## src/hdl/aqi_pkg.sv

```systemverilog
// Shared types, codes and helper functions of the attitude quaternion integrator.
package aqi_pkg;

    localparam int QUAT_WIDTH_DEF = 32;
    localparam int RATE_WIDTH_DEF = 32;

    localparam int CFG_IDX_W = 3;
    localparam logic [CFG_IDX_W-1:0] REG_STEP_TIME      = 3'd0;
    localparam logic [CFG_IDX_W-1:0] REG_INITIAL_X      = 3'd1;
    localparam logic [CFG_IDX_W-1:0] REG_INITIAL_Y      = 3'd2;
    localparam logic [CFG_IDX_W-1:0] REG_INITIAL_Z      = 3'd3;
    localparam logic [CFG_IDX_W-1:0] REG_INITIAL_SCALAR = 3'd4;

    localparam logic [31:0] STEP_TIME_RESET = 32'd16777216;
    localparam logic [31:0] ONE_Q30         = 32'd1073741824;

    localparam int MOPW  = 34;   // multiplier operand width
    localparam int PRODW = 68;   // multiplier product width
    localparam int ACCW  = 65;   // sum of three rate products
    localparam int WIDEW = 98;   // sum times step time
    localparam int UW    = 50;   // unnormalised part
    localparam int MW    = 49;   // magnitude of an unnormalised part
    localparam int CNTW  = 6;

    localparam int INC_LAST   = 7;
    localparam int SQ_LAST    = 4;
    localparam int DIV_STEPS  = 62;
    localparam int SQRT_STEPS = 32;
    localparam int INC_SHIFT  = 49;

    typedef logic [3:0] op_t;
    localparam op_t OP_NONE    = 4'd0;
    localparam op_t OP_CAPTURE = 4'd1;
    localparam op_t OP_INC     = 4'd2;
    localparam op_t OP_MAG     = 4'd3;
    localparam op_t OP_SCALE   = 4'd4;
    localparam op_t OP_SQ      = 4'd5;
    localparam op_t OP_DSQ     = 4'd6;
    localparam op_t OP_DINIT   = 4'd7;
    localparam op_t OP_DIV     = 4'd8;
    localparam op_t OP_SQRT    = 4'd9;
    localparam op_t OP_RES     = 4'd10;
    localparam op_t OP_COMMIT  = 4'd11;

    typedef struct packed {
        op_t        op;
        logic [1:0] part;
        logic [2:0] step;
    } aqi_cmd_t;

    typedef struct packed {
        logic is_load;
        logic fits;
        logic s_zero;
    } aqi_status_t;

    // Quaternion part used by term k of the rate product for output part p.
    // Parts: 0 x, 1 y, 2 z, 3 scalar.
    function automatic logic [1:0] term_qidx(input logic [1:0] p, input logic [1:0] k);
        logic [1:0] r;
        case ({p, k})
            4'b00_00: r = 2'd3;
            4'b00_01: r = 2'd2;
            4'b00_10: r = 2'd1;
            4'b01_00: r = 2'd2;
            4'b01_01: r = 2'd3;
            4'b01_10: r = 2'd0;
            4'b10_00: r = 2'd1;
            4'b10_01: r = 2'd0;
            4'b10_10: r = 2'd3;
            4'b11_00: r = 2'd0;
            4'b11_01: r = 2'd1;
            4'b11_10: r = 2'd2;
            default:  r = 2'd0;
        endcase
        return r;
    endfunction

    function automatic logic term_neg(input logic [1:0] p, input logic [1:0] k);
        logic r;
        case ({p, k})
            4'b00_01: r = 1'b1;
            4'b01_10: r = 1'b1;
            4'b10_00: r = 1'b1;
            4'b11_00: r = 1'b1;
            4'b11_01: r = 1'b1;
            4'b11_10: r = 1'b1;
            default:  r = 1'b0;
        endcase
        return r;
    endfunction

    // Saturate a sign-extended value to the 32 bit range.
    function automatic logic signed [31:0] sat32(input logic signed [63:0] v);
        logic signed [31:0] r;
        if (v > 64'sd2147483647)
            r = 32'sh7FFF_FFFF;
        else if (v < -64'sd2147483648)
            r = 32'sh8000_0000;
        else
            r = v[31:0];
        return r;
    endfunction

endpackage

```

## src/hdl/aqi_ctrl.sv

```systemverilog
// Sequencer of the attitude quaternion integrator: handshakes and step control.
module aqi_ctrl
    import aqi_pkg::*;
(
    input  logic        clk,
    input  logic        rst_n,
    input  logic        in_valid,
    output logic        in_stall,
    output logic        out_valid,
    input  logic        out_stall,
    output aqi_cmd_t    cmd,
    input  aqi_status_t st
);

    localparam logic [3:0] S_IDLE  = 4'd0;
    localparam logic [3:0] S_DISP  = 4'd1;
    localparam logic [3:0] S_INC   = 4'd2;
    localparam logic [3:0] S_MAG   = 4'd3;
    localparam logic [3:0] S_SCALE = 4'd4;
    localparam logic [3:0] S_SQ    = 4'd5;
    localparam logic [3:0] S_ZCHK  = 4'd6;
    localparam logic [3:0] S_DSQ   = 4'd7;
    localparam logic [3:0] S_DINIT = 4'd8;
    localparam logic [3:0] S_DIV   = 4'd9;
    localparam logic [3:0] S_SQRT  = 4'd10;
    localparam logic [3:0] S_RES   = 4'd11;
    localparam logic [3:0] S_FIN   = 4'd12;

    logic [3:0]      state_reg, state_next;
    logic [1:0]      part_reg, part_next;
    logic [CNTW-1:0] cnt_reg, cnt_next;
    logic            out_valid_reg, out_valid_next;

    always_comb
    begin
        state_next = state_reg;
        part_next  = part_reg;
        cnt_next   = cnt_reg;
        cmd.op     = OP_NONE;
        cmd.part   = part_reg;
        cmd.step   = cnt_reg[2:0];
        case (state_reg)
            S_IDLE:
            begin
                if (in_valid)
                begin
                    cmd.op     = OP_CAPTURE;
                    state_next = S_DISP;
                end
            end
            S_DISP:
            begin
                part_next = 2'd0;
                cnt_next  = '0;
                state_next = st.is_load ? S_FIN : S_INC;
            end
            S_INC:
            begin
                cmd.op = OP_INC;
                if (cnt_reg == CNTW'(INC_LAST))
                begin
                    cnt_next = '0;
                    if (part_reg == 2'd3)
                        state_next = S_MAG;
                    else
                        part_next = part_reg + 2'd1;
                end
                else
                    cnt_next = cnt_reg + 1'b1;
            end
            S_MAG:
            begin
                cmd.op     = OP_MAG;
                state_next = S_SCALE;
            end
            S_SCALE:
            begin
                if (st.fits)
                begin
                    cnt_next   = '0;
                    state_next = S_SQ;
                end
                else
                    cmd.op = OP_SCALE;
            end
            S_SQ:
            begin
                cmd.op = OP_SQ;
                if (cnt_reg == CNTW'(SQ_LAST))
                    state_next = S_ZCHK;
                else
                    cnt_next = cnt_reg + 1'b1;
            end
            S_ZCHK:
            begin
                part_next  = 2'd0;
                state_next = st.s_zero ? S_FIN : S_DSQ;
            end
            S_DSQ:
            begin
                cmd.op     = OP_DSQ;
                state_next = S_DINIT;
            end
            S_DINIT:
            begin
                cmd.op     = OP_DINIT;
                cnt_next   = '0;
                state_next = S_DIV;
            end
            S_DIV:
            begin
                cmd.op = OP_DIV;
                if (cnt_reg == CNTW'(DIV_STEPS - 1))
                begin
                    cnt_next   = '0;
                    state_next = S_SQRT;
                end
                else
                    cnt_next = cnt_reg + 1'b1;
            end
            S_SQRT:
            begin
                cmd.op = OP_SQRT;
                if (cnt_reg == CNTW'(SQRT_STEPS - 1))
                begin
                    cnt_next   = '0;
                    state_next = S_RES;
                end
                else
                    cnt_next = cnt_reg + 1'b1;
            end
            S_RES:
            begin
                cmd.op = OP_RES;
                if (part_reg == 2'd3)
                    state_next = S_FIN;
                else
                begin
                    part_next  = part_reg + 2'd1;
                    state_next = S_DSQ;
                end
            end
            S_FIN:
            begin
                if (!out_valid_reg || !out_stall)
                begin
                    cmd.op     = OP_COMMIT;
                    state_next = S_IDLE;
                end
            end
            default:
                state_next = S_IDLE;
        endcase
    end

    always_comb
    begin
        out_valid_next = out_valid_reg;
        if (cmd.op == OP_COMMIT)
            out_valid_next = 1'b1;
        else if (out_valid_reg && !out_stall)
            out_valid_next = 1'b0;
    end

    always_ff @(posedge clk or negedge rst_n)
    begin
        if (!rst_n)
        begin
            state_reg     <= S_IDLE;
            part_reg      <= 2'd0;
            cnt_reg       <= '0;
            out_valid_reg <= 1'b0;
        end
        else
        begin
            state_reg     <= state_next;
            part_reg      <= part_next;
            cnt_reg       <= cnt_next;
            out_valid_reg <= out_valid_next;
        end
    end

    assign in_stall  = (state_reg != S_IDLE);
    assign out_valid = out_valid_reg;

endmodule

```

## config.mk

```make
export PLATFORM = sky130hd
export DESIGN_NAME = aqi_ctrl
export DESIGN_NICKNAME = d
export VERILOG_FILES = /design/src/hdl/aqi_pkg.sv /design/src/hdl/aqi_ctrl.sv
export SDC_FILE = /design/constraint.sdc
export NUM_CORES = 1
export LEC_CHECK = 0
export BUFFER_PORTS_ARGS = -buffer_cell sky130_fd_sc_hd__buf_4
export CORE_MARGIN = 10
export CORE_UTILIZATION = 40
export CTS_CLUSTER_SIZE = 16
export DETAILED_ROUTE_END_ITERATION = 8
export PLACE_DENSITY = 0.61
export SYNTH_ARGS = -nofsm -noshare
export SYNTH_HDL_FRONTEND = slang
export SYNTH_SLANG_ARGS = --single-unit
```

## constraint.sdc

```tcl
create_clock -name clk -period 2.29 [get_ports clk]
set_input_delay 0 -clock clk [delete_from_list [all_inputs] [get_ports clk]]
set_output_delay 0 -clock clk [all_outputs]
set_load 0.1 [all_outputs]
```

==> results of run 1 <==
## final timing paths
kind	start	cells after the start	endpoint	slack, ns
setup reg to reg	cnt_reg[0]	6	state_reg[3]	0.18
hold / removal	out_stall	3	out_valid	0.02
setup / recovery	cnt_reg[0]	6	state_reg[3]	0.18
hold reg to reg	part_reg[0]	1	part_reg[0]	0.55
max in group asynchronous	rst_n	2	part_reg[1]	2.03
min in group asynchronous	rst_n	2	state_reg[1]	0.08
## repair_timing
item	in CTS	in global routing
hold buffers	1	0
gates resized for setup	0	0
hold endpoints to repair	13	0
## per-stage QoR
stage	util	instance area (µm²)	hold WS (ns)
after CTS	0.4959	1526	0.02826
after global routing	0.4959	1526	0.03373
final	0.4959	1526	0.02289
after global placement	0.4837	1489	-0.1449
after detailed placement	0.4837	1489	-0.1428
after floorplan	-	1334	-0.2956
## critical path: cells and delay by family, from the launching register on
family          cells  cell delay [ns]
simple gates        2             0.39
fa+ha+maj           1             0.26
compound gates      1             0.25
mux                 2             0.66
flops               1             0.44
## logic make-up after synthesis
| logic type | count (synthesis) | share of synthesized area |
|---|---|---|
| and+or+nand+nor | 65 | 0.2795 |
| AOI/OAI and AO/OA | 51 | 0.2882 |
| buffers and inverters | 21 | 0.07877 |
| DFF | 13 | 0.2498 |
| muxes | 7 | 0.05860 |
| adders and majority gates | 4 | 0.03843 |
| xor gates and xnor gates | 1 | 0.006726 |
## placed cells by master (no fill, tap or decap), types with 4 or more instances in the layout
cell / Yosys / routed
sky130_fd_sc_hd__inv_1: 6 / 6
sky130_fd_sc_hd__nor2_1: 13 / 13
sky130_fd_sc_hd__dfrtp_1: 13 / 11
sky130_fd_sc_hd__nand3_1: 6 / 6
sky130_fd_sc_hd__nand2_1: 14 / 14
sky130_fd_sc_hd__a21oi_1: 11 / 11
sky130_fd_sc_hd__buf_4: 3 / 24
sky130_fd_sc_hd__ha_1: 4 / 4
sky130_fd_sc_hd__nand2b_1: 5 / 5
sky130_fd_sc_hd__o21ai_0: 9 / 8
## routing by layer
metal,vias up,share of wire
met2,28,0.45
met4,0,0.014
met3,5,0.040
li1,632,-
met5,-,0
met1,615,0.49
## area by class of cell
type	count	share of cell area
tap	44	0.03607
clock inverter	1	0.003279
timing repair buffer	25	0.1246
clock buffer	3	0.01475
inverter	6	0.01475
sequential	13	0.2148
multi-input combinational	128	0.5918
==> reports/summary.md, run 1 <==
The synthesized netlist contains 54 unique library cells. After synthesis the cells add up to 1302 µm². The number of maximum-capacitance constraint violations was 0; the die boundary width was 77.07 µm. The flow ran to the end, and the final reports show no timing, DRC or antenna violations. The path class of the tightest hold or removal check is input pin to flop.

Counting the buffers created by CTS gives 3. The clock reaches the later pin of the worst-skew pair after 0.29 ns. Counting every sink on the clock net gives 13. Registers take 327.8 µm².

By instance count, the leading cell after synthesis is sky130_fd_sc_hd__nand2_1. The number of standard cells in the layout, taps in and fillers out is 220. Detailed placement ended at an HPWL of 2553 µm.

STA classifies the critical path endpoint as a flop. The nature of the critical path startpoint is a flop. In this run the remaining antenna-violating nets after routing total 0.

Post-CTS timing repair inserted 0 buffers for setup. Synthesis inferred 13 register bits. For the worst setup path, the data required time is 2.47 ns.

Using the TritonRoute via totals, the vias-per-cell ratio works out to 5.818. The met3 demand-to-capacity share in global routing was 0.01981; the die height was 77.07 µm. For this block, the routed nets add up to 3341 µm of wire. Cell count after placement: 215. The critical path goes through ha_1 -> and3b_1 -> nor3b_4 -> mux2_2 -> o311ai_4 -> mux2_1. Total number of placement rows: 20.

The run gives 0.004205 ns as the final setup skew. TritonCTS built the clock tree. The logs give 0 for the final count of negative-setup-slack endpoints and 0 for the total of warnings raised by yosys. The most used flip-flop cell after synthesis is sky130_fd_sc_hd__dfrtp_1.

The critical path's largest stage delay is 0.44 ns, and the clock slew seen by the registers of the worst setup and hold paths is 0.09 ns. In this run, synthesis inferred 0 flip-flops with an integrated enable. The clock root buffer was sky130_fd_sc_hd__clkbuf_4. Growth of design area from synthesis to finish: 17.19%. The total area inside the core boundary comes to 3078 µm². The share of post-route cells with drive strength above 1 is 0.2670. The share of the clock period used by the worst path after layout came out at 0.9230. Setup repair after global routing left no endpoint under its margin. By count the netlist is led by sky130_fd_sc_hd__nand2_1 (14), sky130_fd_sc_hd__dfrtp_1 (13), sky130_fd_sc_hd__nor2_1 (13). The sequential element share of the synthesized area is 0.2498, and the number of primary I/O pins is 18. In the routed design, unresolved DRC markers number 0.

The flip-flop count of the largest register, all copies and words added is 6, and the layout filler cell count is 324. The minimum period implied by the final worst setup slack was 2.114 ns; the initial antenna violation count was 0. The first global-routing pass estimated 5830 µm of wire. The initial core utilization is 0.4232. The tools report the number of pins with negative max-slew slack in the final report as 0.

The logs give 0.1156 for the overall track demand over capacity in global routing and 1,205 for the via count of the first global-routing pass. The met2 capacity usage during global routing is 0.1779. The average instance in the mapped netlist occupies 8.040 µm².

H-tree depth reported by CTS: 1. Ranked by total cell area, the synthesized netlist is headed by sky130_fd_sc_hd__dfrtp_1 (25%), sky130_fd_sc_hd__a21oi_1 (4.2%), sky130_fd_sc_hd__nand2_1 (4.0%), sky130_fd_sc_hd__buf_2 (3.8%), sky130_fd_sc_hd__ha_1 (3.8%). Number of I/O port buffers: 17.

The routed length per instance is 15.19 µm. Along the worst path, the maximum fanout reaches 7. Setup slack closes at 0.1763 ns. Cell taking the most area after synthesis: sky130_fd_sc_hd__dfrtp_1. Adding up every negative setup slack in the final design gives 0 ns. For the pin with the worst max-slew slack, the measured transition is 0.5898 ns.

The count of endpoints failing hold in the final timing report came out at 0. In the final layout, the multi-input gates occupy 903.4 µm². The repair_antennas step left the layout with diodes totalling 0. The setup path with the least slack is of type flop to flop. The logs give 188 for the final net count and 0.8592 for the routability-driven placement congestion ratio. The area share of the largest cell type after synthesis works out to 0.2498. The run gives 5939 µm² as the die outline area.

Share of synthesized registers carrying an async set or reset: 1.000. The run gives 0 as the residual overflow from global routing. Timing analysis after detailed placement gives a worst setup slack of 0.1841 ns. Counting every instance in the synthesized netlist gives 162.

The remaining max-slew budget at the tightest pin came out at 0.6068. Post-synth net total: 173. Highest-utilization routing layer at the global route stage: met2. The tools report the overall via count from detail_route as 1,280. For the worst setup path, the data arrival time is 2.30 ns. Static timing analysis puts the maximum clock frequency at 473.1 MHz. For this run, the detailed router's first-pass iteration total came to 4. The tools report the met1 track utilization from global routing as 0.1546. The first-iteration detailed-routing DRC count was 127. The buffer depth of the longest clock path is 2. Entering global routing, the biggest net connects 21 pins. The cell at the slowest stage of the critical path was sky130_fd_sc_hd__dfrtp_1.
Power of run 1 is not shown: default switching activity piles up to over one toggle a cycle in this logic, so the estimate is an artifact.
==> run 2, diff against run 1 <==
- ABC_AREA: default -> 1
==> run 2 against run 1 <==
  * Area after synthesis fell by 5.2%
  * Clock-buffer cell count rose by 1
  * Register-to-register slack improved by 0.39 ns
  * Fmax rose by 19%
  * Sequential share of layout area rose by 1.6 points
  * Non-clock buffer count fell by 5
  * Flip-flop and latch count did not move
  * Routed wire length fell by 4.5%
  * Global-route usage rose by 1.0 points
  * Cell area fell by 7.8%
  * Critical endpoint is now cmd[5]
==> reports/summary.md, run 2 <==
For the worst reg-to-reg setup slack, the log shows 0.57 ns (was 0.18 ns). The die outline area is 5710 µm² (was 5939 µm²). The most numerous cell type found on the critical path is sky130_fd_sc_hd__nand2_1. The logs give 0.001232 ns (was 0.004205 ns) for the final setup skew and 0 (unchanged) for the total of warnings raised by yosys. For the initial antenna violation count, the log shows 0 (unchanged). The buffer depth of the longest clock path is 2 (unchanged). The post-synth net total is 216 (was 173). The fmax was 564.9 MHz (was 473.1 MHz).

The critical path endpoint category was a primary output (was a flop). The clock slew seen by the registers of the worst setup and hold paths was 0.08 ns (was 0.09 ns). The transition time at the pin with the least slew margin was 0.3509 ns (was 0.5898 ns); the number of maximum-capacitance constraint violations was 0 (unchanged). The die height is 75.57 µm (was 77.07 µm). Flip-flop count of the largest register, all copies and words added: 6 (unchanged). The minimum period implied by the final worst setup slack is 1.770 ns (was 2.114 ns).

For the number of nets still failing antenna checks after routing, the log shows 0 (unchanged). The first-pass iteration count of the detailed router is 4 (unchanged), and the number of storage elements in the synthesis netlist is 13 (unchanged). Nature of the critical path startpoint: a flop (unchanged). Cell types with the highest counts after synthesis: sky130_fd_sc_hd__nand2_1 (70), sky130_fd_sc_hd__inv_1 (27), sky130_fd_sc_hd__nor2_1 (27) (was sky130_fd_sc_hd__nand2_1 (14), sky130_fd_sc_hd__dfrtp_1 (13), sky130_fd_sc_hd__nor2_1 (13)).

The run gives 2.29 ns (was 2.47 ns) as the critical path data required time. The area share of the largest cell type after synthesis is 0.2634 (was 0.2498). The kind of critical path was flop to primary output (was flop to flop).

The tools report the number of diodes as 0 (unchanged). The layout filler cell count was 327 (was 324); the first-iteration detailed-routing DRC count was 120 (was 127). The number of buffers and inverters on the critical path came out at 2 (was 0). The number of CTS-inserted buffers was 3 (unchanged); the worst endpoint data arrival time was 1.77 ns (was 2.30 ns). Most frequent cells in the layout: sky130_fd_sc_hd__nand2_1 (70), sky130_fd_sc_hd__inv_1 (27), sky130_fd_sc_hd__nor2_1 (27), sky130_fd_sc_hd__nand3_1 (19), sky130_fd_sc_hd__buf_4 (18) (was sky130_fd_sc_hd__buf_4 (24), sky130_fd_sc_hd__nand2_1 (14), sky130_fd_sc_hd__nor2_1 (13), sky130_fd_sc_hd__a21oi_1 (11), sky130_fd_sc_hd__dfrtp_1 (11)). For the count of unresolved DRC violations after routing, the log shows 0 (unchanged). The commonest non-fill, non-tap cell in the layout was sky130_fd_sc_hd__nand2_1 (was sky130_fd_sc_hd__buf_4). The tools report the number of pins with negative max-slew slack in the final report as 0 (unchanged). The most common cell in the netlist is sky130_fd_sc_hd__nand2_1 (unchanged).

The cell at the slowest stage of the critical path is sky130_fd_sc_hd__dfrtp_1 (unchanged). The post-cts resize count is 0 (unchanged). Crit path cell chain: inv_1 -> nor2_1 -> nand2_1 -> nand2_1 -> a31oi_1 -> nand4_1 -> buf_4 (was ha_1 -> and3b_1 -> nor3b_4 -> mux2_2 -> o311ai_4 -> mux2_1).

The path class of the lowest-slack min-delay path is input pin to asynchronous set/reset pin (was input pin to flop). The tools report the setup TNS as 0 ns (unchanged). The die boundary width was 75.57 µm (was 77.07 µm). The dominant register cell in the synthesized netlist is sky130_fd_sc_hd__dfrtp_1 (unchanged). The number of flops mapped to enable cells by yosys works out to 0 (unchanged). The run gives 0 (unchanged) as the buffers inserted during post-CTS setup optimization. The share of post-route cells with drive strength above 1 is 0.1435 (was 0.2670). Count of endpoints failing hold in the final timing report: 0 (unchanged). The tools report the clock root buffer as sky130_fd_sc_hd__clkbuf_4 (unchanged). The run gives 1 (unchanged) as the H-tree depth reported by CTS. The biggest fanout along the worst timing path was 9 (was 7); the cell area after synthesis was 1235 µm² (was 1302 µm²).

The final net count was 235 (was 188). The flow ran to the end, and the final reports show no timing, DRC or antenna violations. Cell types with the largest area share after synthesis: sky130_fd_sc_hd__dfrtp_1 (26%), sky130_fd_sc_hd__nand2_1 (21%), sky130_fd_sc_hd__inv_1 (8.2%), sky130_fd_sc_hd__nor2_1 (8.2%), sky130_fd_sc_hd__nand3_1 (7.7%) (was sky130_fd_sc_hd__dfrtp_1 (25%), sky130_fd_sc_hd__a21oi_1 (4.2%), sky130_fd_sc_hd__nand2_1 (4.0%), sky130_fd_sc_hd__buf_2 (3.8%), sky130_fd_sc_hd__ha_1 (3.8%)).

For the sequential element share of the synthesized area, the log shows 0.2634 (was 0.2498). For the remaining max-slew budget at the tightest pin, the log shows 0.7652 (was 0.6068). Cell type group with the largest total delay on the critical path: simple AND/OR/NAND/NOR gates (was multiplexers). The residual overflow from global routing is 0 (unchanged), and the critical path's largest stage delay is 0.50 ns (was 0.44 ns). The area of the core is 3003 µm² (was 3078 µm²), and the vias per cell is 4.930 (was 5.818). Setup repair after global routing left no endpoint under its margin. The mean instance size in the synthesized netlist came out at 6.024 µm² (was 8.040 µm²). The final count of negative-setup-slack endpoints came out at 0 (unchanged). The routability-driven placement congestion ratio is 0.8631 (was 0.8592). The tools report the total clock sinks as 13 (unchanged). Number of primary I/O pins: 18 (unchanged). The run gives 1,228 (was 1,205) as the via count of the first global-routing pass. The cell taking the most area after synthesis was sky130_fd_sc_hd__dfrtp_1 (unchanged). The number of distinct library cells after synthesis came out at 25 (was 54). The number of hold-repair buffers added at the cts stage is 2 (was 1), and the cell count after synthesis is 205 (was 162).

For the insertion delay of the later-clocked pin in the worst-skew pair, the log shows 0.28 ns (was 0.29 ns). The share of the clock period used by the worst path after layout was 0.7730 (was 0.9230). The total number of placement rows was 20 (unchanged); the number of I/O port buffers was 17 (unchanged). The routed length per instance works out to 12.47 µm (was 15.19 µm). Wire length of the first global-routing pass: 5609 µm (was 5830 µm). For the overall via count from detail_route, the log shows 1,262 (was 1,280). Share of synthesized registers carrying an async set or reset: 1.000 (unchanged). The post-detailed-placement half-perimeter wirelength was 2549 µm (was 2553 µm).

TritonCTS built the clock tree. The initial core utilization is 0.4112 (was 0.4232). The growth of design area from synthesis to finish is 13.98% (was 17.19%), and the total wire length after detailed routing is 3192 µm (was 3341 µm). The largest net degree at the start of global routing was 14 (was 21); the overall track demand over capacity in global routing was 0.1256 (was 0.1156).
run 2: layout make-up:
class	instances	area, µm²	area share
Tap cell	33	41.29	0.02933
Clock buffer	4	26.28	0.01867
Timing Repair Buffer	20	155.1	0.1102
Multi-Input combinational cell	157	750.7	0.5333
Sequential cell	13	325.3	0.2311
Inverter	29	108.9	0.07733
run 2: routing by layer:
layer	wire, µm	global-route usage	vias up
met3	230	0.03125	5
met4	48	0.04330	0
li1	-	-	679
met5	0	0	-
met2	1303	0.1737	33
met1	1610	0.1817	545
run 2: path summary, 6_finish.rpt:
path,startpoint,to,cells after the start
hold reg to reg,part_reg[1],part_reg[1],2
setup reg to reg,cnt_reg[0],state_reg[2],8
min in group clk,st[2],state_reg[1],5
max in group asynchronous,rst_n,out_valid,2
hold / removal,rst_n,part_reg[0],2
setup / recovery,state_reg[0],cmd[5],7
run 2: logic make-up (layout without fill, tap and decap cells):
kind of cell             Yosys count  in the layout  synth area share
AND/OR/NAND/NOR                  136            136            0.4863
AO/OA/AOI/OAI                     14             14           0.05978
XOR/XNOR                           3              3           0.02128
adder cells (fa/ha/maj)            4              4           0.04053
flip-flops                        13             13            0.2634
buffers and inverters             35             53            0.1287
run 2: worst reg2reg max path: stages, from the launching register on:
cell	delay (ns)
sky130_fd_sc_hd__dfrtp_1	0.49
sky130_fd_sc_hd__ha_1	0.30
sky130_fd_sc_hd__nand3_1	0.14
sky130_fd_sc_hd__nor2_1	0.15
sky130_fd_sc_hd__o21ai_1	0.08
sky130_fd_sc_hd__nor2_1	0.17
sky130_fd_sc_hd__nand2_2	0.12
sky130_fd_sc_hd__nand2_1	0.07
sky130_fd_sc_hd__o21ai_0	0.08
run 2: through the flow:
stage,hold WS [ns],worst slack (ns),std cells,utilization,cell area (µm²)
6_report,0.08966,0.5198,256,0.4688,1408
2_1_floorplan,-0.2956,0.07748,205,-,1235
4_1_cts,0.08869,0.5578,256,0.4688,1408
5_1_grt,0.1071,0.3788,256,0.4688,1408
3_3_place_gp,-0.1444,0.5740,250,0.4533,1361
3_5_place_dp,-0.1441,0.6001,250,0.4533,1361
Power of run 2 is left out for the same reason.
==> run 3, diff against run 2 <==
- PLACE_DENSITY: 0.61 -> 0.64
- clock period: 2.29 -> 1.5 ns (I/O delays scaled with it)
==> run 3 against run 2 <==
  * The flow now finishes with violations (setup timing)
  * Clock skew rose by 0.0036 ns
  * Setup slack got worse by 0.62 ns
  * Cell area rose by 35%
  * First-iteration DRC count fell by 18%
  * Utilization rose by 16 points
  * Clock-buffer cell count did not move
  * Critical endpoint is now cmd[6]
  * Via count rose by 15%
  * Global-route usage rose by 0.83 points
  * Final cell count rose by 13%
==> reports/summary.md, run 3 (synthesis gave the netlist of run 2 again) <==
The post-detailed-placement half-perimeter wirelength was 2723 µm (was 2549 µm). The H-tree depth reported by CTS came out at 1 (unchanged). The growth of design area from synthesis to finish was 53.80% (was 13.98%); the area of the core was 3003 µm² (unchanged). Share of the clock period used by the worst path after layout: 1.069.

The tools report the nature of the critical path startpoint as a flop (unchanged). The total wire length after detailed routing was 3698 µm (was 3192 µm). The run gives 0 (unchanged) as the count of unresolved DRC violations after routing.

The initial antenna violation count came out at 0 (unchanged). The number of primary I/O pins is 18 (unchanged). The initial core utilization is 0.4112 (unchanged).

The flip-flop count of the largest register, all copies and words added is 6 (unchanged). TritonCTS built the clock tree. The die boundary width was 75.57 µm (unchanged); the total clock sinks was 13 (unchanged).

The run gives 0.004819 ns (was 0.001232 ns) as the final setup skew. The cell at the slowest stage of the critical path was sky130_fd_sc_hd__dfrtp_2 (was sky130_fd_sc_hd__dfrtp_1). The count of endpoints failing hold in the final timing report is 0 (unchanged). The kind of critical path was flop to primary output (unchanged). For the number of diodes, the log shows 0 (unchanged). The die outline area is 5710 µm² (unchanged), and the number of pins with negative max-slew slack in the final report is 0 (unchanged).

The clock slew seen by the registers of the worst setup and hold paths was 0.08 ns (about the same); the via count of the first global-routing pass was 1,320 (was 1,228). The run gives 0.8574 (was 0.8631) as the routability-driven placement congestion ratio. The first-iteration detailed-routing DRC count came out at 99 (was 120). The worst reg-to-reg setup slack came out at -0.04 ns (was 0.57 ns).

For the final standard cell utilization of the core, the log shows 0.6325 (was 0.4688). The first-pass iteration count of the detailed router is 4 (unchanged), and the insertion delay of the later-clocked pin in the worst-skew pair is 0.28 ns (about the same). For the critical path data required time, the log shows 1.50 ns (was 2.29 ns). The total number of placement rows is 20 (unchanged), and the final count of negative-setup-slack endpoints is 13 (was 0). Number of I/O port buffers: 17 (unchanged).

For the cell count after placement, the log shows 273 (was 250). The commonest non-fill, non-tap cell in the layout was sky130_fd_sc_hd__nand2_1 (unchanged). The tools report the minimum setup slack in the final design as -0.1029 ns (was 0.5198 ns).

The tools report the worst slack at placement as -0.09986 ns (was 0.6001 ns). Crit path cell chain: buf_6 -> nand2_4 -> inv_4 -> buf_6 -> a21oi_4 -> nand4_1 -> buf_8 (was inv_1 -> nor2_1 -> nand2_1 -> nand2_1 -> a31oi_1 -> nand4_1 -> buf_4). The minimum period implied by the final worst setup slack works out to 1.603 ns. The largest net degree at the start of global routing is 14 (unchanged). The vias per cell is 5.007 (was 4.930), and the worst endpoint data arrival time is 1.60 ns (was 1.77 ns). End of the critical path: cmd[6] (was cmd[5]). Path class of the lowest-slack min-delay path: input pin to asynchronous set/reset pin (unchanged). The overall track demand over capacity in global routing was 0.1339 (was 0.1256). The wire length of the first global-routing pass was 5920 µm (was 5609 µm); the routed length per instance was 12.75 µm (was 12.47 µm). The number of nets still failing antenna checks after routing was 0 (unchanged); the share of post-route cells with drive strength above 1 was 0.4358 (was 0.1435). The layout filler cell count is 263 (was 327). For the buffer depth of the longest clock path, the log shows 2 (unchanged). The number of maximum-capacitance constraint violations came out at 0 (unchanged).

The most prevalent standard cell on the critical path was sky130_fd_sc_hd__buf_6 (was sky130_fd_sc_hd__nand2_1). The transition time at the pin with the least slew margin came out at 0.2852 ns (was 0.3509 ns). The critical path endpoint category was a primary output (unchanged). Setup repair after global routing could not meet its margin everywhere.

Most frequent cells in the layout: sky130_fd_sc_hd__nand2_1 (57), sky130_fd_sc_hd__buf_4 (42), sky130_fd_sc_hd__inv_1 (20), sky130_fd_sc_hd__nor2_1 (19), sky130_fd_sc_hd__nand3_1 (16) (was sky130_fd_sc_hd__nand2_1 (70), sky130_fd_sc_hd__inv_1 (27), sky130_fd_sc_hd__nor2_1 (27), sky130_fd_sc_hd__nand3_1 (19), sky130_fd_sc_hd__buf_4 (18)). The residual overflow from global routing is 0 (unchanged), and the fmax is 623.9 MHz. The launch point of the critical path was state_reg[1] (was state_reg[0]). The start of the worst register-to-register path was state_reg[3] (was cnt_reg[0]). The die height was 75.57 µm (unchanged). The final net count was 269 (was 235). The reg-to-reg critical path endpoint is state_reg[3] (was state_reg[2]).

The number of standard cells in the layout, taps in and fillers out was 290 (was 256). The checks that failed: setup timing. The remaining max-slew budget at the tightest pin is 0.8114 (was 0.7652). The number of CTS-inserted buffers came out at 3 (unchanged). The count of cells along the worst register-to-register path came out at 10 (was 8).

The clock root buffer is sky130_fd_sc_hd__clkbuf_4 (unchanged). The biggest fanout along the worst timing path was 5 (was 9). The tools report the overall via count from detail_route as 1,452 (was 1,262). The critical path's largest stage delay was 0.47 ns (was 0.50 ns). The flow ran to the end, but the final reports show violations.
## run 3: how the worst min path moves through the flow
| stage | start | to | slack (ns) | cells after the start |
|---|---|---|---|---|
| 5_1_grt | rst_n | out_valid | 0.1 | 2 |
| 2_1_floorplan | rst_n | cnt_reg[0] | -0.30 | 0 |
| 6_report | rst_n | part_reg[0] | 0.09 | 2 |
| 3_3_place_gp | rst_n | part_reg[0] | -0.15 | 1 |
| 3_5_place_dp | rst_n | part_reg[0] | -0.15 | 1 |
| 4_1_cts | rst_n | part_reg[0] | 0.09 | 2 |
## run 3: layer usage
layer | share of wire | global-route usage
met1 | 0.49 | 0.1915
met2 | 0.43 | 0.1822
met3 | 0.053 | 0.02734
met4 | 0.022 | 0.06804
met5 | 0 | 0
## run 3: worst max-delay path, delay by kind of cell, from the launching register on
kind,cells,cell delay (ns)
AO/OA/AOI/OAI,1,0.15
buffers and inverters,4,0.49
AND/OR/NAND/NOR,2,0.22
flip-flops,1,0.47
## run 3: layout make-up
| type | count | area, µm² | share of cell area |
|---|---|---|---|
| well taps | 33 | 41.29 | 0.02174 |
| inverters | 29 | 111.4 | 0.05863 |
| clock buffers | 4 | 26.28 | 0.01383 |
| flip-flops and latches | 13 | 345.3 | 0.1818 |
| multi-input cells | 157 | 908.4 | 0.4783 |
| repair buffers | 54 | 466.7 | 0.2457 |
## run 3: metrics by stage
step / TNS (ns) / instance area [µm²] / hold WS (ns)
6_report: -0.5309 / 1899 / 0.08774
2_1_floorplan: -0.7491 / 1270 / -0.2956
3_5_place_dp: -0.6455 / 1569 / -0.1467
3_3_place_gp: -0.3695 / 1569 / -0.1463
5_1_grt: -2.223 / 1899 / 0.09549
4_1_cts: -0.4026 / 1748 / 0.08762
## run 3: timing repair
action,in CTS,in global routing
buffers inserted,7,5
hold buffers,2,0
hold endpoints to repair,14,0
setup endpoints to repair,16,16
pin swaps,7,9
gates resized for setup,29,37
Power of run 3 is left out for the same reason.
